===== config.mk =====
export PLATFORM = sky130hd
export DESIGN_NAME = uvp_finish
export DESIGN_NICKNAME = d
export VERILOG_FILES = /design/src/rtl/uvp_pkg.sv /design/src/rtl/uvp_finish.sv
export SDC_FILE = /design/constraint.sdc
export NUM_CORES = 2
export LEC_CHECK = 0
export BUFFER_PORTS_ARGS = -buffer_cell sky130_fd_sc_hd__buf_2
export CORE_MARGIN = 4
export CORE_UTILIZATION = 35
export DETAILED_ROUTE_END_ITERATION = 8
export PLACE_DENSITY_LB_ADDON = 0.08
export SETUP_SLACK_MARGIN = 0.1
export SLEW_MARGIN = 40
export SYNTH_ARGS = -nofsm -noshare
export SYNTH_HDL_FRONTEND = slang
export SYNTH_SLANG_ARGS = --single-unit
export TNS_END_PERCENT = 50

===== constraint.sdc =====
create_clock -name clk -period 8.9 [get_ports clk]
set_input_delay 0 -clock clk [delete_from_list [all_inputs] [get_ports clk]]
set_output_delay 0 -clock clk [all_outputs]
set_load 0.01 [all_outputs]

===== src/rtl/uvp_pkg.sv =====
package uvp_pkg;

    // Field widths of the channels and the register.
    localparam int COMP_W  = 32;
    localparam int ANG_W   = 25;
    localparam int MAG_W   = 32;
    localparam int SCALE_W = 16;

    // CORDIC iteration count and datapath widths.
    localparam int CORDIC_STAGES = 20;
    localparam int SHIFT_W       = 5;
    localparam int XW            = 43;
    localparam int ZW            = 35;
    localparam int UX_W          = XW - 1;

    // Pipeline shape: one input stage, the iterations, then the finishing stages.
    localparam int FIN_STAGES  = 5;
    localparam int PIPE_STAGES = CORDIC_STAGES + 1 + FIN_STAGES;

    localparam logic [SCALE_W-1:0]      SCALE_RESET  = 16'd256;
    localparam logic signed [ZW-1:0]    DEG180_Q24   = 35'sd3019898880;
    localparam logic signed [ANG_W-1:0] DEG180_Q16   = 25'sd11796480;
    localparam logic [ANG_W:0]          DEG360_Q16   = 26'd23592960;
    localparam logic [31:0]             INV_GAIN_Q32 = 32'd2608131496;

    // atan(2^-i) in degrees, Q.24.
    localparam logic signed [ZW-1:0] ATAN_DEG_Q24 [32] = '{
        35'sd754974720, 35'sd445687602, 35'sd235489088, 35'sd119537938,
        35'sd60000934,  35'sd30029717,  35'sd15018523,  35'sd7509720,
        35'sd3754917,   35'sd1877466,   35'sd938734,    35'sd469367,
        35'sd234684,    35'sd117342,    35'sd58671,     35'sd29335,
        35'sd14668,     35'sd7334,      35'sd3667,      35'sd1833,
        35'sd917,       35'sd458,       35'sd229,       35'sd115,
        35'sd57,        35'sd29,        35'sd14,        35'sd7,
        35'sd4,         35'sd2,         35'sd1,         35'sd0
    };

    // State carried through the CORDIC iterations.
    typedef struct packed {
        logic signed [XW-1:0] x;
        logic signed [XW-1:0] y;
        logic signed [ZW-1:0] z;
        logic                 is_null;
    } cordic_t;

    // Finished result as it leaves the block.
    typedef struct packed {
        logic signed [ANG_W-1:0] angle_deg;
        logic [ANG_W-1:0]        opposite_angle_deg;
        logic [MAG_W-1:0]        magnitude;
        logic [MAG_W-1:0]        half_magnitude;
        logic                    is_null;
    } polar_t;

endpackage


===== src/rtl/uvp_finish.sv =====
module uvp_finish (
    input  logic                              clk,
    input  logic [uvp_pkg::FIN_STAGES-1:0]    en,
    input  logic [uvp_pkg::SCALE_W-1:0]       length_scale,
    input  uvp_pkg::cordic_t                  d,
    output uvp_pkg::polar_t                   q
);

    // First stage: round and clamp the angle, keep the non-negative length.
    logic signed [uvp_pkg::ZW-1:0]    z_round;
    logic signed [uvp_pkg::ANG_W-1:0] ang1_next;
    logic [uvp_pkg::UX_W-1:0]         ux1_next;
    logic signed [uvp_pkg::ANG_W-1:0] ang1_reg;
    logic [uvp_pkg::UX_W-1:0]         ux1_reg;
    logic                             null1_reg;

    always_comb
    begin
        z_round = (d.z + uvp_pkg::ZW'(128)) >>> 8;
        if (d.is_null)
        begin
            ang1_next = '0;
        end
        else if (z_round > uvp_pkg::ZW'(uvp_pkg::DEG180_Q16))
        begin
            ang1_next = uvp_pkg::DEG180_Q16;
        end
        else if (z_round < -uvp_pkg::ZW'(uvp_pkg::DEG180_Q16))
        begin
            ang1_next = -uvp_pkg::DEG180_Q16;
        end
        else
        begin
            ang1_next = z_round[uvp_pkg::ANG_W-1:0];
        end
        if (d.x > 0)
        begin
            ux1_next = d.x[uvp_pkg::UX_W-1:0];
        end
        else
        begin
            ux1_next = '0;
        end
    end

    always_ff @(posedge clk)
    begin
        if (en[0])
        begin
            ang1_reg  <= ang1_next;
            ux1_reg   <= ux1_next;
            null1_reg <= d.is_null;
        end
    end

    // Second stage: opposite direction and the two gain partial products.
    logic [uvp_pkg::ANG_W:0]          opp_sum;
    logic [uvp_pkg::ANG_W-1:0]        opp2_next;
    logic [63:0]                      plo2_next;
    logic [41:0]                      phi2_next;
    logic signed [uvp_pkg::ANG_W-1:0] ang2_reg;
    logic [uvp_pkg::ANG_W-1:0]        opp2_reg;
    logic [63:0]                      plo2_reg;
    logic [41:0]                      phi2_reg;
    logic                             null2_reg;

    always_comb
    begin
        opp_sum = (uvp_pkg::ANG_W + 1)'(signed'({ang1_reg[uvp_pkg::ANG_W-1], ang1_reg})
                  + (uvp_pkg::ANG_W + 1)'(uvp_pkg::DEG180_Q16));
        if (opp_sum >= uvp_pkg::DEG360_Q16)
        begin
            opp_sum = opp_sum - uvp_pkg::DEG360_Q16;
        end
        opp2_next = opp_sum[uvp_pkg::ANG_W-1:0];
        plo2_next = 64'(ux1_reg[31:0]) * 64'(uvp_pkg::INV_GAIN_Q32);
        phi2_next = 42'(ux1_reg[uvp_pkg::UX_W-1:32]) * 42'(uvp_pkg::INV_GAIN_Q32);
    end

    always_ff @(posedge clk)
    begin
        if (en[1])
        begin
            ang2_reg  <= ang1_reg;
            opp2_reg  <= opp2_next;
            plo2_reg  <= plo2_next;
            phi2_reg  <= phi2_next;
            null2_reg <= null1_reg;
        end
    end

    // Third stage: gain-compensated length.
    logic [42:0]                      r3_next;
    logic signed [uvp_pkg::ANG_W-1:0] ang3_reg;
    logic [uvp_pkg::ANG_W-1:0]        opp3_reg;
    logic [42:0]                      r3_reg;
    logic                             null3_reg;

    assign r3_next = 43'(phi2_reg) + 43'(plo2_reg[63:32]);

    always_ff @(posedge clk)
    begin
        if (en[2])
        begin
            ang3_reg  <= ang2_reg;
            opp3_reg  <= opp2_reg;
            r3_reg    <= r3_next;
            null3_reg <= null2_reg;
        end
    end

    // Fourth stage: scale the length in two halves.
    logic [39:0]                      mlo4_next;
    logic [34:0]                      mhi4_next;
    logic signed [uvp_pkg::ANG_W-1:0] ang4_reg;
    logic [uvp_pkg::ANG_W-1:0]        opp4_reg;
    logic [39:0]                      mlo4_reg;
    logic [34:0]                      mhi4_reg;
    logic                             null4_reg;

    assign mlo4_next = 40'(r3_reg[23:0]) * 40'(length_scale);
    assign mhi4_next = 35'(r3_reg[42:24]) * 35'(length_scale);

    always_ff @(posedge clk)
    begin
        if (en[3])
        begin
            ang4_reg  <= ang3_reg;
            opp4_reg  <= opp3_reg;
            mlo4_reg  <= mlo4_next;
            mhi4_reg  <= mhi4_next;
            null4_reg <= null3_reg;
        end
    end

    // Fifth stage: round, halve and saturate into the output register.
    logic [59:0]     m_full;
    logic [59:0]     mag_full;
    logic [59:0]     half_full;
    uvp_pkg::polar_t res_next;
    uvp_pkg::polar_t res_reg;

    always_comb
    begin
        m_full    = (60'(mhi4_reg) << 24) + 60'(mlo4_reg);
        mag_full  = (m_full + 60'(32768)) >> 16;
        half_full = (m_full + 60'(65536)) >> 17;
        res_next.angle_deg          = ang4_reg;
        res_next.opposite_angle_deg = opp4_reg;
        res_next.is_null            = null4_reg;
        if (|mag_full[59:uvp_pkg::MAG_W])
        begin
            res_next.magnitude = '1;
        end
        else
        begin
            res_next.magnitude = mag_full[uvp_pkg::MAG_W-1:0];
        end
        if (|half_full[59:uvp_pkg::MAG_W])
        begin
            res_next.half_magnitude = '1;
        end
        else
        begin
            res_next.half_magnitude = half_full[uvp_pkg::MAG_W-1:0];
        end
    end

    always_ff @(posedge clk)
    begin
        if (en[4])
        begin
            res_reg <= res_next;
        end
    end

    assign q = res_reg;

endmodule


======== Word level (Yosys, flattened, before mapping) ========
Cells that the tools add are included.
word-level totals
  bits in registers ....................... 554
  input bits .............................. 144
  output and inout bits ................... 115
  logic and storage cells ................. 46
operators by class
  $add $sub $neg .......................... 7
  multiply operators ...................... 4
  order comparisons ....................... 4
  multiplexer cells ....................... 3
  reductions and logical operators ........ 4
operators with widths
  kind                      count
  $mul A32 B29 Y61 const B  1
  $add A59 B40 Y60          1
  $add A60 B16 Y60 const B  1
  $add A60 B17 Y60 const B  1
  $mux W25                  2
  $add A42 B32 Y43          1
  $gt A43 B1 Y1 const B     1
  $mul A24 B16 Y40          1
  $mul A10 B29 Y39 const B  1
  $add A35 B9 Y35 const B   1
  $mul A19 B16 Y35          1
  $gt A27 B25 Y1 const B    1
  $lt A27 B25 Y1 const B    1
  $add A25 B25 Y26 const B  1
  $ge A26 B25 Y1 const B    1
  $sub A25 B25 Y25 const B  1
  $mux W24                  1
  $reduce_or A12 Y1         1
  $reduce_or A11 Y1         1
  $reduce_or A3 Y1          1
  $reduce_or A2 Y1          1

======== Depth between registers and ports, before layout ========
  depth in word-level cells ............... 4
  mapped depth ............................ 28
  gate-level depth less buffers ........... 27

======== Least setup slack after synthesis ========
Ideal clock, no wire load.
  path kind ............................... register to register
  start ................................... register ux1_reg[13] (netlist name)
  end ..................................... register plo2_reg[63] (data pin)
  setup time .............................. 0.260 ns
  data arrival time ....................... 7.633 ns
  data required time ...................... 8.640 ns
  slack ................................... 1.007 ns
  cell stages (with the launch flop) ...... 28
  path buffers ............................ 0
  clock period less this slack ............ 7.893 ns
  cell sequence ........................... edfxtp_1 inv_1 fa_1 fa_1 inv_1 fa_1 inv_1 fa_1 inv_1 fa_1 fa_1 fa_1 inv_1 fa_1 inv_1 ha_1 nand3_1 nor3_1 o311ai_0 a31oi_1 nor3_1 o41ai_1 a221oi_1 o22a_1 o21a_1 o211ai_1 a21oi_1 xnor2_1
on the way
  longest elaborated chain between the ends .. 1
RTL lines
  what                    line              text
  from (decl)             uvp_finish.sv:14  logic [uvp_pkg::UX_W-1:0] ux1_reg;
  from (signal assigned)  uvp_finish.sv:51  ux1_reg <= ux1_next;
  $mul A32 B29 Y61        uvp_finish.sv:76  plo2_next = 64'(ux1_reg[31:0]) * 64'(uvp_pkg::INV_GAIN_Q32);
  net plo2_next[63]       uvp_finish.sv:59  logic [63:0] plo2_next;
  to (signal assigned)    uvp_finish.sv:86  plo2_reg <= plo2_next;
  to (decl)               uvp_finish.sv:63  logic [63:0] plo2_reg;
The timed path passes the listed nets, and every way through them passes these cells.
A chain may end at the register's enable or synchronous reset.

======== Final worst setup path ========
  start ................................... register ux1_reg[19] (netlist name)
  end ..................................... register plo2_reg[63] (data pin)
Same word-level chain as after synthesis.

==> impl_metrics.py <==
metrics = {
    "synthesis": {
        "yosysSeqAreaShare_pct": 20.55,
        "netlist_top_cells_count": "inv_1, fa_1, ha_1",
        "synthCells": 6221,
        "ys_warn_count": 0,
        "synth_top_area_share_pct": 34.25,
        "synth_edf_count": 438,
        "synthArstFlopShare_pct": 0,
        "ys_top_cells_by_area": "fa_1, edfxtp_1, ha_1, inv_1, nand2_1",
        "synth_cell_types": 101,
        "syn-cell-area_sq_mm": 0.06400,
        "synthFlopType": "edfxtp_1",
        "synth_nets": 8181,
        "synth_most_common_cell": "inv_1",
        "synth_seq_cells": 438,
        "yosysTopAreaCell": "fa_1",
        "synth.avg_cell_area_sq_um": 10.29,
    },
    "critical_path": {
        "startpoint_type": "register",
        "worstSetupPathType": "reg2reg",
        "crit_fanout": 6,
        "regToRegStartpoint": "ux1_reg[19]",
        "arrival_ns": 8.70,
        "worstReg2RegEnd": "plo2_reg[63]",
        "max_stage_delay_ns": 0.65,
        "critPathCaptureType": "register",
        "r2r_slack_ns": 0.61,
        "crit_top_cell": "fa_1",
        "reg2regPathDepth": 27,
        "crit_slowest_cell": "edfxtp_1",
        "cp.required_ns": 9.32,
    },
    "outcome": {
        "status": "finished clean",
    },
    "global_route": {
        "grt.overflow.total": 0,
        "grt_usage_pct": 19.25,
        "grt_pass1_wl_mm": 282.4,
        "grt_pass1_vias": 46720,
        "antenna_found_initial": 7,
        "grt_max_degree": 66,
    },
    "die": {
        "ios": 259,
        "core_sq_mm": 0.1813,
        "start_util_pct": 35.29,
        "die-width_microns": 435.6,
        "die-area_sq_mm": 0.1897,
        "die_h_microns": 435.6,
        "rows": 156,
    },
    "clock_network": {
        "cts-root-buf": "clkbuf_16",
        "cts_tree": "built",
        "clk_latency_ns": 0.67,
        "numCtsBuffers": 53,
        "cts_sinks": 438,
        "cts_setup_buffers": 0,
        "ctsLongestPathBuffers": 3,
        "path_clk_slew_ns": 0.06,
        "h-tree-depth": 2,
    },
    "min_path": {
        "min_path_type": "in2reg",
        "min_from": "d[30]",
        "hold_depth": 3,
        "min_to": "ang1_reg[21]",
    },
    "sta": {
        "worst_pin_slew_ns": 0.8960,
        "fin_setup_tns_ns": 0,
        "clock-skew-final_ns": 0.03007,
        "finalHoldViolCount": 0,
        "relSlewSlack_pct": 40.27,
        "slew_viol_final": 0,
        "finalCritPeriodShare_pct": 93.11,
        "finalWorstSetupSlack_ns": 0.6135,
        "clock.fmax_ghz": 0.1207,
        "finalSetupViolations": 0,
        "period_minus_slack_ns": 8.287,
        "rsz0062_at_grt": "no",
    },
    "placed_design": {
        "dpl_worst_slack_ns": 0.4113,
        "io_buffer_count": 208,
        "finalWeightedCongestion": 0.9219,
        "dpl.hpwl_mm": 149.3,
        "dp_cells": 8726,
    },
    "final_layout": {
        "largest_reg_flops": 97,
        "drive_gt1_share_pct": 7.689,
        "stdcell_count": 8912,
        "diodes": 0,
        "finalNetCount": 8460,
        "nFillCells": 18030,
        "area_delta_synth_final_pct": 10.64,
    },
    "detailed_routing": {
        "num_vias": 42750,
        "viasPerCell": 4.797,
        "ant_nets": 0,
        "wl_per_cell_microns": 20.01,
        "drt-pass1-iter-count": 5,
        "drt_iter0_drc": 2107,
        "wirelength_mm": 178.3,
        "drc": 0,
    },
    "run": {
        "drv_cap": 0,
    },
}
==> final cells by class <==
type	count	area, sq um	area share, %
tap	2370	2965	4.188
clock buffer	63	1364	1.926
clock inverter	34	376.6	0.5319
inverter	1457	5469	7.724
multi-input combinational	4137	44620	63.01
sequential	438	13150	18.58
timing repair buffer	413	2861	4.041
==> worst max-delay path by stage <==
stage,from,cells after the start,end,slack [ns]
2_1_floorplan,ux1_reg[13],27,plo2_reg[63],1.01
3_3_place_gp,ux1_reg[19],27,plo2_reg[63],0.25
3_5_place_dp,ux1_reg[19],26,plo2_reg[63],0.41
4_1_cts,ux1_reg[19],26,plo2_reg[63],0.40
5_1_grt,r3_reg[9],23,mlo4_reg[39],0.21
6_report,ux1_reg[19],27,plo2_reg[63],0.61
==> routing by layer <==
layer,track usage (%),wire [microns],up-vias
li1,-,-,20210
met1,27.82,86120,21700
met2,31.56,82980,672
met3,1.772,5312,176
met4,3.940,3929,0
met5,0,0,-
==> kinds of logic after synthesis <==
group / count (synthesis) / synth area share (%)
buf+inv: 1646 / 9.877
mux: 4 / 0.06257
flops: 438 / 20.55
fa+ha+maj: 1816 / 48.35
compound gates: 538 / 5.682
simple gates: 1511 / 11.81
xor+xnor: 268 / 3.668
==> layout by cell type, fill, tap and decap left out, types with 24 or more instances in the layout <==
master | Yosys | routed
edfxtp_1 | 438 | 438
nand4_1 | 41 | 41
nor3_1 | 85 | 84
buf_4 | 23 | 118
nand2_2 | 28 | 28
a21oi_1 | 147 | 147
nor2_1 | 156 | 156
a211oi_1 | 24 | 24
dlygate4sd3_1 | 0 | 87
clkbuf_16 | 0 | 53
xnor2_1 | 171 | 170
xor2_1 | 97 | 97
nor4_1 | 31 | 29
a21o_1 | 56 | 56
and3_1 | 32 | 32
a31oi_1 | 33 | 33
ha_1 | 721 | 721
inv_1 | 1457 | 1457
and2_1 | 286 | 286
fa_1 | 1095 | 1095
o21ai_0 | 90 | 90
nand2_1 | 596 | 596
buf_2 | 8 | 202
nand3_1 | 114 | 114
==> critical path, delay by kind of cell, from the launching register on <==
family,cells,cell delay (ns)
fa+ha+maj,9,4.28
buf+inv,6,0.62
flops,1,0.65
xor+xnor,1,0.12
compound gates,8,1.84
simple gates,3,0.51
==> stage by stage <==
step	cell area [sq um]	util (%)	hold WS, ns
detailed placement	68150	37.58	0.2668
CTS	70760	39.02	0.002469
finish	70800	39.05	0.04853
global placement	68130	37.57	0.2667
global route	70800	39.05	0.04429
floorplan	64000	-	0.09887
==> what timing repair did <==
action	in CTS	in global routing
endpoints found under the setup margin	0	7
endpoints found under the hold margin	241	0
hold buffers	87	0
gates resized for setup	0	2
Power is left out: the tool's default activity adds up to more than one toggle a clock period on the data nets, which glitch-free logic cannot reach.
